==> src/hdl/cda_pkg.sv <==
`timescale 1ns / 1ps

package cda_pkg;

   localparam int YEAR_WIDTH_DEF = 16;
   localparam int OUT_YEAR_W     = 16;
   localparam int AMT_W          = 16;
   // widest working year: YEAR_WIDTH up to 32, plus one guard bit
   localparam int LEAP_W         = 33;

   localparam logic [1:0] REQ_SET    = 2'd0;
   localparam logic [1:0] REQ_DAYS   = 2'd1;
   localparam logic [1:0] REQ_MONTHS = 2'd2;
   localparam logic [1:0] REQ_YEARS  = 2'd3;

   localparam logic [1:0] STATUS_OK       = 2'd0;
   localparam logic [1:0] STATUS_INVALID  = 2'd1;
   localparam logic [1:0] STATUS_OVERFLOW = 2'd2;

   localparam logic [3:0] MONTH_JAN = 4'd1;
   localparam logic [3:0] MONTH_FEB = 4'd2;
   localparam logic [3:0] MONTH_MAR = 4'd3;
   localparam logic [3:0] MONTH_DEC = 4'd12;

   typedef struct packed {
      logic [1:0]               req_type;
      logic signed [AMT_W-1:0]  new_year;
      logic [3:0]               new_month;
      logic [4:0]               new_day;
      logic signed [AMT_W-1:0]  amount;
   } cda_req_type;

   typedef struct packed {
      logic signed [OUT_YEAR_W-1:0] cur_year;
      logic [3:0]                   cur_month;
      logic [4:0]                   cur_day;
      logic [1:0]                   status;
   } cda_rsp_type;

   typedef struct packed {
      logic load;    // latch request and current date into working regs
      logic leap;    // refresh leap flag of working year
      logic dstep;   // one month-sized step of a day walk
      logic mstep;   // start one month of a month walk
      logic yfix;    // Feb 29 fixup after a year add
      logic commit;  // write back and emit the response
      logic is_set;  // commit checks a set request
   } cda_cmd_type;

   typedef struct packed {
      logic n_zero;  // no days left to walk
      logic k_zero;  // no months left to walk
      logic wrap;    // the pending day step crosses a year end
   } cda_sts_type;

   // Leap test on a signed year. Divisibility by 25 comes from folding the
   // magnitude in 10-bit chunks (1024 is -1 mod 25) and a modular inverse
   // test on the 12-bit remainder.
   function automatic logic leap_of(input logic signed [LEAP_W-1:0] y);
      logic [LEAP_W-1:0] mag;
      logic [11:0]       fold;
      logic [11:0]       prod;
      logic              div4;
      logic              div16;
      logic              div25;
      mag   = y[LEAP_W-1] ? LEAP_W'(-y) : LEAP_W'(y);
      fold  = 12'(mag[9:0]) - 12'(mag[19:10]) + 12'(mag[29:20])
            - 12'(mag[32:30]) + 12'd1050;
      prod  = fold * 12'd3113;
      div25 = (prod <= 12'd163);
      div4  = (y[1:0] == 2'd0);
      div16 = (y[3:0] == 4'd0);
      return div4 && (!div25 || div16);
   endfunction

   function automatic logic [4:0] month_len(input logic [3:0] m, input logic leap);
      logic [4:0] len;
      case (m)
         MONTH_FEB: len = leap ? 5'd29 : 5'd28;
         4'd4, 4'd6, 4'd9, 4'd11: len = 5'd30;
         default: len = 5'd31;
      endcase
      return len;
   endfunction

endpackage

==> src/hdl/cda_ctrl.sv <==
`timescale 1ns / 1ps

module cda_ctrl
   import cda_pkg::*;
(
   input  logic        clock,
   input  logic        reset,
   input  logic        start,
   input  logic [1:0]  req_type,
   input  cda_sts_type sts,
   output cda_cmd_type cmd,
   output logic        busy
);

   localparam logic [2:0] ST_IDLE   = 3'd0;
   localparam logic [2:0] ST_LEAP   = 3'd1;
   localparam logic [2:0] ST_DSTEP  = 3'd2;
   localparam logic [2:0] ST_MCHK   = 3'd3;
   localparam logic [2:0] ST_YFIX   = 3'd4;
   localparam logic [2:0] ST_COMMIT = 3'd5;

   logic [2:0] state_ff, state_in;
   logic [1:0] op_ff, op_in;

   always_comb begin
      state_in = state_ff;
      op_in    = op_ff;
      cmd      = '0;
      case (state_ff)
         ST_IDLE: begin
            if (start) begin
               cmd.load = 1'b1;
               op_in    = req_type;
               state_in = ST_LEAP;
            end
         end
         ST_LEAP: begin
            cmd.leap = 1'b1;
            if (op_ff == REQ_YEARS) begin
               state_in = ST_YFIX;
            end else if (op_ff == REQ_SET) begin
               state_in = ST_COMMIT;
            end else begin
               state_in = ST_DSTEP;
            end
         end
         ST_DSTEP: begin
            if (sts.n_zero) begin
               state_in = (op_ff == REQ_MONTHS) ? ST_MCHK : ST_COMMIT;
            end else begin
               cmd.dstep = 1'b1;
               state_in  = sts.wrap ? ST_LEAP : ST_DSTEP;
            end
         end
         ST_MCHK: begin
            if (sts.k_zero) begin
               state_in = ST_COMMIT;
            end else begin
               cmd.mstep = 1'b1;
               state_in  = ST_DSTEP;
            end
         end
         ST_YFIX: begin
            cmd.yfix = 1'b1;
            state_in = ST_COMMIT;
         end
         ST_COMMIT: begin
            cmd.commit = 1'b1;
            cmd.is_set = (op_ff == REQ_SET);
            state_in   = ST_IDLE;
         end
         default: begin
            state_in = ST_IDLE;
         end
      endcase
   end

   always_ff @(posedge clock) begin
      if (reset) begin
         state_ff <= ST_IDLE;
         op_ff    <= REQ_SET;
      end else begin
         state_ff <= state_in;
         op_ff    <= op_in;
      end
   end

   assign busy = (state_ff != ST_IDLE);

endmodule

==> src/hdl/cda_datapath.sv <==
`timescale 1ns / 1ps

module cda_datapath
   import cda_pkg::*;
#(
   parameter int YEAR_WIDTH = YEAR_WIDTH_DEF
)
(
   input  logic        clock,
   input  logic        reset,
   input  cda_req_type req_data,
   input  cda_cmd_type cmd,
   output cda_sts_type sts,
   output logic        rsp_valid,
   output cda_rsp_type rsp_data
);

   localparam int CALC_W = ((YEAR_WIDTH > AMT_W) ? YEAR_WIDTH : AMT_W) + 1;
   localparam int CNT_W  = AMT_W + 1;
   localparam logic signed [CALC_W-1:0] YEAR_MAX =
      CALC_W'((longint'(1) << (YEAR_WIDTH - 1)) - longint'(1));
   localparam logic signed [CALC_W-1:0] YEAR_MIN = -YEAR_MAX - CALC_W'(1);
   localparam logic signed [YEAR_WIDTH-1:0] YEAR_RESET = YEAR_WIDTH'(2001);

   // stored date
   logic signed [YEAR_WIDTH-1:0] year_ff, year_in;
   logic [3:0]                   month_ff, month_in;
   logic [4:0]                   day_ff, day_in;

   // working date and counters
   logic signed [CALC_W-1:0] y_ff, y_in;
   logic [3:0]               m_ff, m_in;
   logic [4:0]               d_ff, d_in;
   logic signed [CNT_W-1:0]  n_ff, n_in;
   logic signed [CNT_W-1:0]  k_ff, k_in;
   logic signed [AMT_W-1:0]  amt_ff, amt_in;
   logic                     leap_ff, leap_in;

   logic        rsp_valid_ff;
   cda_rsp_type rsp_ff, rsp_in;

   logic [4:0]              len_cur, len_prev;
   logic [3:0]              prev_m;
   logic signed [CNT_W-1:0] d_s, len_s, fwd_diff, bwd_sum;
   logic                    fwd, fwd_fit, bwd_fit;
   logic                    range_bad, set_bad, ok;
   logic [1:0]              status;

   assign len_cur  = month_len(m_ff, leap_ff);
   assign prev_m   = (m_ff == MONTH_JAN) ? MONTH_DEC : m_ff - 4'd1;
   assign len_prev = month_len(prev_m, leap_ff);
   assign d_s      = CNT_W'(d_ff);
   assign len_s    = CNT_W'(len_cur);
   assign fwd      = !n_ff[CNT_W-1] && (n_ff != '0);
   assign fwd_diff = n_ff - len_s + d_s - CNT_W'(1);
   assign fwd_fit  = fwd_diff[CNT_W-1];
   assign bwd_sum  = n_ff + d_s;
   assign bwd_fit  = !bwd_sum[CNT_W-1] && (bwd_sum != '0);

   assign sts.n_zero = (n_ff == '0);
   assign sts.k_zero = (k_ff == '0);
   assign sts.wrap   = fwd ? (!fwd_fit && m_ff == MONTH_DEC)
                           : (!bwd_fit && m_ff == MONTH_JAN);

   assign range_bad = (y_ff < YEAR_MIN) || (y_ff > YEAR_MAX);
   assign set_bad   = range_bad || (m_ff < MONTH_JAN) || (m_ff > MONTH_DEC)
                   || (d_ff == 5'd0) || (d_ff > len_cur);
   always_comb begin
      if (cmd.is_set) begin
         status = set_bad ? STATUS_INVALID : STATUS_OK;
      end else begin
         status = range_bad ? STATUS_OVERFLOW : STATUS_OK;
      end
   end
   assign ok = (status == STATUS_OK);

   always_comb begin
      y_in     = y_ff;
      m_in     = m_ff;
      d_in     = d_ff;
      n_in     = n_ff;
      k_in     = k_ff;
      amt_in   = amt_ff;
      leap_in  = leap_ff;
      year_in  = year_ff;
      month_in = month_ff;
      day_in   = day_ff;
      rsp_in   = rsp_ff;
      if (cmd.load) begin
         amt_in = req_data.amount;
         k_in   = CNT_W'(req_data.amount);
         n_in   = (req_data.req_type == REQ_DAYS) ? CNT_W'(req_data.amount) : '0;
         if (req_data.req_type == REQ_SET) begin
            y_in = CALC_W'(req_data.new_year);
            m_in = req_data.new_month;
            d_in = req_data.new_day;
         end else begin
            y_in = CALC_W'(year_ff);
            if (req_data.req_type == REQ_YEARS) begin
               y_in = CALC_W'(year_ff) + CALC_W'(req_data.amount);
            end
            m_in = month_ff;
            d_in = day_ff;
         end
      end
      if (cmd.leap) begin
         leap_in = leap_of(LEAP_W'(y_ff));
      end
      if (cmd.dstep) begin
         if (fwd) begin
            if (fwd_fit) begin
               d_in = d_ff + n_ff[4:0];
               n_in = '0;
            end else begin
               n_in = fwd_diff;
               d_in = 5'd1;
               if (m_ff == MONTH_DEC) begin
                  m_in = MONTH_JAN;
                  y_in = y_ff + CALC_W'(1);
               end else begin
                  m_in = m_ff + 4'd1;
               end
            end
         end else begin
            if (bwd_fit) begin
               d_in = bwd_sum[4:0];
               n_in = '0;
            end else begin
               n_in = bwd_sum;
               m_in = prev_m;
               d_in = len_prev;
               if (m_ff == MONTH_JAN) begin
                  y_in = y_ff - CALC_W'(1);
               end
            end
         end
      end
      if (cmd.mstep) begin
         if (!k_ff[CNT_W-1]) begin
            n_in = len_s;
            k_in = k_ff - CNT_W'(1);
         end else begin
            n_in = -len_s;
            k_in = k_ff + CNT_W'(1);
         end
      end
      if (cmd.yfix) begin
         if (m_ff == MONTH_FEB && d_ff == 5'd29 && !leap_ff) begin
            if (!amt_ff[AMT_W-1] && amt_ff != '0) begin
               m_in = MONTH_MAR;
               d_in = 5'd1;
            end else if (amt_ff[AMT_W-1]) begin
               d_in = 5'd28;
            end
         end
      end
      if (cmd.commit) begin
         if (ok) begin
            year_in  = y_ff[YEAR_WIDTH-1:0];
            month_in = m_ff;
            day_in   = d_ff;
            rsp_in.cur_year  = OUT_YEAR_W'(y_ff);
            rsp_in.cur_month = m_ff;
            rsp_in.cur_day   = d_ff;
         end else begin
            rsp_in.cur_year  = OUT_YEAR_W'(year_ff);
            rsp_in.cur_month = month_ff;
            rsp_in.cur_day   = day_ff;
         end
         rsp_in.status = status;
      end
   end

   always_ff @(posedge clock) begin
      if (reset) begin
         year_ff      <= YEAR_RESET;
         month_ff     <= MONTH_JAN;
         day_ff       <= 5'd1;
         rsp_valid_ff <= 1'b0;
         n_ff         <= '0;
         k_ff         <= '0;
      end else begin
         year_ff      <= year_in;
         month_ff     <= month_in;
         day_ff       <= day_in;
         rsp_valid_ff <= cmd.commit;
         n_ff         <= n_in;
         k_ff         <= k_in;
      end
   end

   always_ff @(posedge clock) begin
      y_ff    <= y_in;
      m_ff    <= m_in;
      d_ff    <= d_in;
      amt_ff  <= amt_in;
      leap_ff <= leap_in;
      rsp_ff  <= rsp_in;
   end

   assign rsp_valid = rsp_valid_ff;
   assign rsp_data  = rsp_ff;

endmodule

==> src/hdl/calendar_date_adder_top.sv <==
`timescale 1ns / 1ps

// Gregorian date register with set-date, add-days, add-months and add-years
// requests. A request is taken when start is high and busy is low; exactly
// one response follows on rsp_valid/rsp_data, held for a single cycle, and
// the receiver cannot stall it. A new request may be issued while that
// response is on the bus. Set date passes the leap-flag refresh and the
// commit; add years passes the leap-flag refresh, the Feb 29 fixup and the
// commit. Add days walks the date in day steps, each crossing at most one
// month boundary, with a leap-flag refresh after each year boundary crossed.
// Add months runs, for each month asked for, a check, a setup step and day
// steps, with a leap-flag refresh after each year boundary crossed, and a
// final check. The control state machine sequences the walk and the
// datapath performs each step. A rejected set (status 1) or a year overflow
// (status 2) leaves the stored date as it was.

module calendar_date_adder_top
   import cda_pkg::*;
#(
   parameter int YEAR_WIDTH = YEAR_WIDTH_DEF
)
(
   input  logic        clock,
   input  logic        reset,
   input  logic        start,
   output logic        busy,
   input  cda_req_type req_data,
   output logic        rsp_valid,
   output cda_rsp_type rsp_data
);

   cda_cmd_type cmd;
   cda_sts_type sts;

   // sequencer: one state per phase of a request
   cda_ctrl u_ctrl (
      .clock    (clock),
      .reset    (reset),
      .start    (start),
      .req_type (req_data.req_type),
      .sts      (sts),
      .cmd      (cmd),
      .busy     (busy)
   );

   // date registers, working date, walk counters and response register
   cda_datapath #(
      .YEAR_WIDTH (YEAR_WIDTH)
   ) u_datapath (
      .clock     (clock),
      .reset     (reset),
      .req_data  (req_data),
      .cmd       (cmd),
      .sts       (sts),
      .rsp_valid (rsp_valid),
      .rsp_data  (rsp_data)
   );

   // an accepted request always starts work
   a_accept_busy: assert property (@(posedge clock) disable iff (reset)
      start && !busy |=> busy)
      else $error("accepted request did not raise busy");

   // a response only follows a busy cycle
   a_rsp_after_work: assert property (@(posedge clock) disable iff (reset)
      rsp_valid |-> $past(busy))
      else $error("response without work");

   // a response always carries a month in range and a nonzero day
   a_rsp_date: assert property (@(posedge clock) disable iff (reset)
      rsp_valid |-> (rsp_data.cur_month >= MONTH_JAN && rsp_data.cur_month <= MONTH_DEC
                     && rsp_data.cur_day != 5'd0))
      else $error("response date out of range");

   // status is one of the three defined codes
   a_rsp_status: assert property (@(posedge clock) disable iff (reset)
      rsp_valid |-> (rsp_data.status == STATUS_OK || rsp_data.status == STATUS_INVALID
                     || rsp_data.status == STATUS_OVERFLOW))
      else $error("undefined response status");

endmodule
==> config.mk <==
export PLATFORM = sky130hd
export DESIGN_NAME = calendar_date_adder_top
export DESIGN_NICKNAME = d
export VERILOG_FILES = /design/src/hdl/cda_pkg.sv /design/src/hdl/cda_ctrl.sv /design/src/hdl/cda_datapath.sv /design/src/hdl/calendar_date_adder_top.sv
export SDC_FILE = /design/constraint.sdc
export NUM_CORES = 1
export LEC_CHECK = 0
export BUFFER_PORTS_ARGS = -buffer_cell sky130_fd_sc_hd__buf_2
export CAP_MARGIN = 20
export CORE_MARGIN = 5
export CORE_UTILIZATION = 30
export CTS_CLUSTER_DIAMETER = 50
export DETAILED_ROUTE_END_ITERATION = 6
export SYNTH_ARGS = -nofsm -noshare
export SYNTH_HDL_FRONTEND = slang
export SYNTH_SLANG_ARGS = --single-unit
export TNS_END_PERCENT = 100
==> constraint.sdc <==
create_clock -name clock -period 7 [get_ports clock]
set_clock_uncertainty 0.05 [all_clocks]
set_input_delay 0 -clock clock [delete_from_list [all_inputs] [get_ports clock]]
set_output_delay 0 -clock clock [all_outputs]
set_load 0.005 [all_outputs]
# Word-level counts from Yosys, hierarchy flattened
# Index checks and enable logic that the tools add are counted.
[totals]
regBits = 135
out_inout_bits = 29
in_bits = 46
[classes]
mul = 1
addsub = 18
magnitude_cmp = 6
n_eq_ne = 23
reduce_logical = 40
mux = 67
[op_table]
columns = ["operator", "count"]
rows = [
  ["$mux W17", 19],
  ["$sub A17 B2 Y17 const B", 3],
  ["$mux W5", 10],
  ["$mux W4", 11],
  ["$add A17 B2 Y17 const B", 2],
  ["$add A17 B6 Y17", 2],
  ["$logic_not A17 Y1", 2],
  ["$reduce_bool A17 Y1", 2],
  ["$mux W33", 1],
  ["$neg A17 Y33", 1],
  ["$mux W25", 1],
  ["$eq A4 B4 Y1 const B", 5],
  ["$pmux W5 S2", 2],
  ["$mux W3", 6],
  ["$add A16 B16 Y17", 1],
  ["$gt A17 B16 Y1 const B", 1],
  ["$lt A17 B16 Y1 const B", 1],
  ["$neg A5 Y17", 1],
  ["$sub A17 B6 Y17", 1],
  ["$eq A4 B3 Y1 const B", 4],
  ["$mux W16", 1],
  ["$reduce_bool A16 Y1", 1],
  ["$pmux W3 S5", 1],
  ["$add A12 B10 Y12", 1],
  ["33 further kinds", 75],
]

# Longest topological paths before layout
# Gate-level depths: netlist of run 1.
[depth]
depth_word = 13
depth_mapped = 35
ltp_nobuf = 34

# Modules after synthesis
# Synthesis of run 1 repeated with hierarchy kept, for this count alone.
[unflattened]
hier_cells = 1509
hier_area_um2 = 12563.3
[by_module_without_submodules]
columns = ["module", "cells_per_inst", "seq_area_each_um2", "n_inst", "area_per_inst_um2"]
rows = [
  ["cda_datapath", 1461, 3042.9, 1, 12154.2],
  ["cda_ctrl", 48, 100.1, 1, 409.1],
]

# Worst setup path after synthesis of run 1
# No wires, ideal clock.
[synth_timing]
path_type = "register to register"
from = "register u_datapath.y_ff[2]"
to = "register u_datapath.leap_ff (data pin)"
path_slack_ns = -0.345
t_required_ns = 6.678
arrival_ns = 7.023
n_path_buf = 0
stages_incl_launch_ff = 31
cell_sequence = "dfxtp_1 nor2_1 and4_1 nand3_1 or4_1 nand2_1 xor2_1 fa_1 xnor2_1 fa_1 inv_1 ha_1 inv_1 fa_1 nor2b_1 o21ai_0 a21boi_0 o21ai_0 nor2b_1 xnor2_1 ha_1 ha_1 fa_1 ha_1 ha_1 a21o_1 a31o_2 xnor2_1 xnor3_1 xnor2_1 a41oi_1"
[synth_via]
elab_chain_cells = 11
elab_cells_between_ends = 12
cone_classes = "add/sub (5); mul (1); order compare (1); mux (1); reduce/logical (4)"
[synth_lines]
columns = ["item", "line_no", "rtl"]
rows = [
  ["from (decl)", "cda_datapath.sv:31", "logic signed [CALC_W-1:0] y_ff, y_in;"],
  ["from (signal assigned)", "cda_datapath.sv:193", "y_ff <= y_in;"],
  ["$neg A17 Y33", "cda_pkg.sv:66", "mag = y[LEAP_W-1] ? LEAP_W'(-y) : LEAP_W'(y);"],
  ["$mux W33", "cda_pkg.sv:66", ""],
  ["$sub A10 B10 Y11", "cda_pkg.sv:67", "fold = 12'(mag[9:0]) - 12'(mag[19:10]) + 12'(mag[29:20])"],
  ["$add A12 B10 Y12", "cda_pkg.sv:67", ""],
  ["$sub A12 B3 Y12", "cda_pkg.sv:68", "- 12'(mag[32:30]) + 12'd1050;"],
  ["$add A12 B11 Y12", "cda_pkg.sv:68", ""],
  ["$mul A12 B11 Y12", "cda_pkg.sv:69", "prod = fold * 12'd3113;"],
  ["$le A12 B8 Y1", "cda_pkg.sv:70", "div25 = (prod <= 12'd163);"],
  ["$logic_not A1 Y1", "cda_pkg.sv:73", "return div4 && (!div25 || div16);"],
  ["$logic_or A1 B1 Y1 (*)", "cda_pkg.sv:73", ""],
  ["$logic_and A1 B1 Y1 (*)", "cda_pkg.sv:73", ""],
  ["to (signal assigned)", "cda_datapath.sv:197", "leap_ff <= leap_in;"],
  ["to (decl)", "cda_datapath.sv:37", "logic leap_ff, leap_in;"],
]
# Mark *: on every way between the ends. The rest lies on a longest branch, timed or not.
# A chain may end at the register's enable or synchronous reset.

# Final worst setup path of run 1
# Same ends and word-level chain as after synthesis.

==> impl_metrics.tcl, run 1 <==
set metrics [dict create \
    status "finished clean" \
    wl_per_cell_um 19.1 \
    drtPass1Iterations 5 \
    antenna_found_initial 1 \
    die_w_um 215 \
    final_cell_area_sq_um 15200 \
    use_met2_pct 28.7 \
    required_ns 7.12 \
    syn_area_sq_um 12600 \
    whs_ns 0.0238 \
    maxSlewViolCount 0 \
    drive_gt1_share_pct 19.5 \
    async_flop_share_pct 0 \
    setup_viol 0 \
    maxCapViolCount 0 \
    synthCells 1495 \
    synth_top_area_share_pct 14.5 \
    ys_types 85 \
    instances_no_fill 2173 \
    antenna_left 0 \
    drc_errors 0 \
    cts_buffer_depth 2 \
    clkLatencyLatePin_ns 0.44 \
    rsz0062_at_grt "true" \
    final_nets 1828 \
    coreArea_sq_um 41800 \
    io_pins 75 \
    die_area_sq_um 46200 \
    cp_num_buf_inv 1 \
    grt_pass1_vias 11300 \
    cp-start-kind "flop" \
    cts.sink_count 135 \
    syn_area_per_cell_sq_um 8.43 \
    globalplace.congestion 0.895 \
    synthTopCellsByArea "dfxtp_1 14%, ha_1 14%, edfxtp_1 10%, xnor2_1 4.2%, a21oi_1 4.1%" \
    tightestPinTransition_ns 1.17 \
    cp_max_fo 3 \
    grt_busiest_layer "met2" \
    synth_edf_count 44 \
    cts_tree "built" \
    ys_ff_latch 135 \
    ys_seq_area_share_pct 24.9 \
    min_path_type "input port to flop" \
    critPathKind "flop to flop" \
    gr-usage-met3_pct 2.52 \
    port_buffers 74 \
    hold_viol_final 0 \
    ys_warn_count 0 \
    die_h_um 215 \
    rrSetupSlack_ns 0.07 \
    critical_path.max_stage_delay_ns 0.47 \
    routed_wl_mm 41.4 \
    grt_pass1_wl_mm 63.6 \
    synthFlopType "dfxtp_1" \
    syn_to_final_growth_pct 20.6 \
    numCtsBuffers 17 \
    grt_overflow 0 \
    final.setup.worst_slack_ns 0.0722 \
    start_util_pct 30.2 \
    rows 75 \
    gr-usage-all-layers_pct 17.0 \
    crit_top_cell "ha_4" \
    hpwl_mm 30.3 \
    vias 11874 \
    period_needed_ns 6.93 \
    routed_via_density 5.46 \
    period_share_pct 99.0 \
    max_slew_margin_pct 22.1 \
    synth_top_cell_by_area "dfxtp_1" \
    dr.first_iter.drc_count 1073 \
    cts.htree.levels 4 \
    endpoint_kind "flop" \
    grt_max_degree 66 \
    pre_cts_slack_ns -0.302 \
    crit_family "adder cells" \
    cts_root_buffer "clkbuf_16" \
    place_area_sq_um 14000 \
    fmaxAchievable_mhz 144 \
    grt_util_met1_pct 23.1 \
    diodes 0 \
    worstPathArrival_ns 7.04 \
    dpl.cell_count 2111 \
    path_clk_slew_ns 0.07 \
    cp_slowest_cell "fa_1" \
]
-- final timing paths --
| kind | from | endpoint | cells after the start |
|---|---|---|---|
| max | u_datapath.y_ff[2]$_DFF_P_ | u_datapath.leap_ff$_DFFE_PP_ | 32 |
| max reg2reg | u_datapath.y_ff[2]$_DFF_P_ | u_datapath.leap_ff$_DFFE_PP_ | 32 |
| min reg2reg | u_ctrl.op_ff[0]$_SDFFE_PP0P_ | u_ctrl.op_ff[0]$_SDFFE_PP0P_ | 2 |
| min | start | u_ctrl.state_ff[2]$_SDFFE_PP0P_ | 4 |
-- placed cells by master, fill, tap and decap left out, types with 18 or more instances in the layout --
| cell type | Yosys | final |
|---|---|---|
| nor2_1 | 114 | 108 |
| a21oi_1 | 102 | 96 |
| a211oi_1 | 24 | 24 |
| xnor2_1 | 60 | 54 |
| a221oi_1 | 22 | 22 |
| a31oi_1 | 19 | 19 |
| mux2i_1 | 43 | 43 |
| a311oi_1 | 19 | 18 |
| inv_1 | 97 | 88 |
| nand3_1 | 34 | 33 |
| nor3_1 | 37 | 36 |
| mux2_2 | 28 | 28 |
| nor2b_1 | 27 | 25 |
| a21o_1 | 18 | 18 |
| ha_1 | 141 | 124 |
| nand2_1 | 124 | 122 |
| edfxtp_1 | 44 | 44 |
| o21ai_0 | 84 | 75 |
| dfxtp_1 | 91 | 89 |
| xor2_1 | 28 | 26 |
| buf_2 | 8 | 74 |
| buf_4 | 1 | 76 |
| nor4_1 | 21 | 21 |
-- synthesized netlist by cell type, types with 21 or more instances --
cell / n
xor2_1: 28
mux2i_1: 43
o21ai_0: 84
nor3_1: 37
a211oi_1: 24
nand2_1: 124
inv_1: 97
dfxtp_1: 91
nand3_1: 34
xnor2_1: 60
a221oi_1: 22
nor2_1: 114
nor2b_1: 27
edfxtp_1: 44
clkbuf_1: 53
mux2_2: 28
ha_1: 141
nor4_1: 21
a21oi_1: 102
-- cell families after synthesis --
family	share of synthesized area [%]
AND/OR/NAND/NOR	16.5
AO/OA/AOI/OAI	23.7
buffers and inverters	5.56
adder cells (fa/ha/maj)	17.0
flip-flops	24.9
XOR/XNOR	6.29
multiplexers	5.92
other	0.0596
-- stage by stage --
stage,TNS [ns],util [%]
5_1_grt,-0.248,36.4
4_1_cts,-0.107,35.9
6_report,0,36.4
2_1_floorplan,0,-
3_3_place_gp,-0.0767,33.4
3_5_place_dp,-0.302,33.4
-- tightest hold or removal path, stage by stage --
cell and delay (ns):
buf_2 0.11, or4_1 0.12, nand3b_1 0.13, nor2_1 0.12
-- flip-flops by register name, indices dropped and copies added (netlist names) --
signal / count
u_datapath.y_ff: 17
u_datapath.day_ff: 5
u_datapath.amt_ff: 16
u_datapath.leap_ff: 1
u_datapath.rsp_data: 27
u_datapath.k_ff: 17
u_ctrl.op_ff: 2
u_datapath.month_ff: 4
u_ctrl.state_ff: 3
u_datapath.d_ff: 5
u_datapath.year_ff: 16
u_datapath.m_ff: 4
u_datapath.n_ff: 17
u_datapath.rsp_valid: 1
-- timing repair --
| item | in CTS | in global routing |
|---|---|---|
| resized for setup | 45 | 38 |
| hold endpoints to repair | 39 | 0 |
| pin swaps | 42 | 45 |
| hold buffers | 17 | 0 |
| setup endpoints to repair | 1 | 1 |
| setup buffers | 11 | 4 |
-- cell type report --
class	count	area [sq um]
multi-input combinational	1201	9320
sequential	135	3150
fill	4193	26600
timing repair buffer	169	1130
inverter	98	368
tap	539	674
clock buffer	17	425
clock inverter	14	140
-- routing by layer --
metal  vias to the layer above  wire [um]
li1                       5731          -
met1                      5685      18800
met2                       401      19500
met3                        57       2260
met4                         0        803
met5                         -          0
Power of run 1 is not shown: default switching activity piles up to over one toggle a cycle in this logic, so the estimate is an artifact.
==> run 2, diff against run 1 <==
--- a/config.mk
+++ b/config.mk
@@ -11,6 +11,7 @@
 export CORE_UTILIZATION = 30
 export CTS_CLUSTER_DIAMETER = 50
 export DETAILED_ROUTE_END_ITERATION = 6
+export RECOVER_POWER = 25
 export SYNTH_ARGS = -nofsm -noshare
 export SYNTH_HDL_FRONTEND = slang
 export SYNTH_SLANG_ARGS = --single-unit
==> run 2 against run 1 <==
  * The run now ends with max-capacitance violations, max-slew violations left
  * Sequential share of layout area rose by 0.070 points
  * Maximum frequency barely moved
  * Global-route usage did not move
  * First-iteration DRC count rose by 4.5%
  * Count of clock-buffer cells in the layout did not move
==> impl_metrics.tcl, run 2 (synthesized netlist as in run 1, its figures left out) <==
set metrics [dict create \
    period_needed_ns 6.93 \
    final_cell_mix "124 x ha_1, 122 x nand2_1, 108 x nor2_1" \
    min_path_type "input port to flop" \
    port_buffers 74 \
    crit_top_cell "ha_4" \
    antenna_left 0 \
    final_common_cell "ha_1" \
    cp_max_fo 3 \
    start_util_pct 30.2 \
    drive_gt1_share_pct 17.1 \
    routed_via_density 5.51 \
    cts_tree "built" \
    gr-usage-all-layers_pct 17.0 \
    grt_max_degree 66 \
    clkLatencyLatePin_ns 0.44 \
    largest_register "u_datapath.rsp_data" \
    path_clk_slew_ns 0.07 \
    die_area_sq_um 46200 \
    max_slew_margin_pct -26.7 \
    setup_viol 0 \
    globalplace.congestion 0.895 \
    numCtsBuffers 17 \
    grt_pass1_vias 11300 \
    coreArea_sq_um 41800 \
    grt_overflow 0 \
    cp_slowest_cell "fa_1" \
    io_pins 75 \
    whs_ns 0.0198 \
    maxCapViolCount 1 \
    critical_path.max_stage_delay_ns 0.47 \
    endpoint_kind "flop" \
    routed_wl_mm 41.5 \
    die_w_um 215 \
    maxSlewViolCount 32 \
    critPathKind "flop to flop" \
    cp-start-kind "flop" \
    antenna_found_initial 1 \
    cts_buffer_depth 2 \
    fmaxAchievable_mhz 144 \
    hpwl_mm 30.3 \
    diodes 0 \
    rows 75 \
    tightestPinTransition_ns 1.90 \
    drtPass1Iterations 5 \
    worstPathArrival_ns 7.04 \
    vias 11974 \
    drc_errors 0 \
    status "finished, violations left" \
    die_h_um 215 \
    cts.htree.levels 4 \
    largest_reg_flops 27 \
    hold_viol_final 0 \
    syn_to_final_growth_pct 20.2 \
    dr.first_iter.drc_count 1121 \
    period_share_pct 98.9 \
    fillers 4215 \
    wl_per_cell_um 19.1 \
    grt_pass1_wl_mm 63.6 \
    cts.sink_count 135 \
    violations "max-capacitance violations, max-slew violations" \
    rsz0062_at_grt "true" \
    required_ns 7.12 \
    final_nets 1828 \
    cts_root_buffer "clkbuf_16" \
]
run 2: path summary, 6_finish.rpt:
path	depth (start not counted)	slack (ns)	end	startpoint
worst min-delay path	4	0.02	u_ctrl.state_ff[2]$_SDFFE_PP0P_	start
worst max register to register	32	0.07	u_datapath.leap_ff$_DFFE_PP_	u_datapath.y_ff[2]$_DFF_P_
worst max-delay path	32	0.07	u_datapath.leap_ff$_DFFE_PP_	u_datapath.y_ff[2]$_DFF_P_
worst min register to register	2	0.42	u_ctrl.op_ff[0]$_SDFFE_PP0P_	u_ctrl.op_ff[0]$_SDFFE_PP0P_
run 2: per-layer routing:
layer  track usage (%)  up-vias  share of wire (%)
met1              23.1     5752                 45
met3              2.52       63                5.6
li1                  -     5743                  -
met5                 0        -                  0
met2              28.7      416                 47
met4              3.71        0                2.0
run 2: layout make-up:
class | count | area, sq um | area share [%]
inverter | 98 | 368 | 2.43
clock inverter | 14 | 140 | 0.925
tap | 539 | 674 | 4.45
clock buffer | 17 | 425 | 2.81
timing repair buffer | 169 | 1080 | 7.14
multi-input combinational | 1201 | 9320 | 61.5
sequential | 135 | 3150 | 20.8
run 2: repair_timing:
item                                    CTS  global route
pin swaps                                42            45
hold buffers                             17             0
resized for setup                        45            38
endpoints found under the setup margin    1             1
hold endpoints to repair                 39             0
setup buffers                            11             4
run 2: critical path, delay by kind of cell, from the launching register on:
kind	cells	cell delay [ns]
AOI/OAI and AO/OA	7	1.05
buffers and inverters	1	0.14
and+or+nand+nor	11	1.67
adders and majority gates	8	2.50
xor gates and xnor gates	5	0.90
DFF	1	0.34
run 2: through the flow:
step           instance area [sq um]  instances  util (%)  worst slack, ns  TNS, ns
3_5_place_dp                   14000       2111      33.4           -0.302   -0.302
6_report                       15200       2173      36.3           0.0750        0
4_1_cts                        15000       2170      35.9           -0.107   -0.107
5_1_grt                        15200       2173      36.3           -0.248   -0.248
3_3_place_gp                   14000       2111      33.4          -0.0767  -0.0767
2_1_floorplan                  12700       1509         -           0.0150        0
Power of run 2 is left out for the same reason.
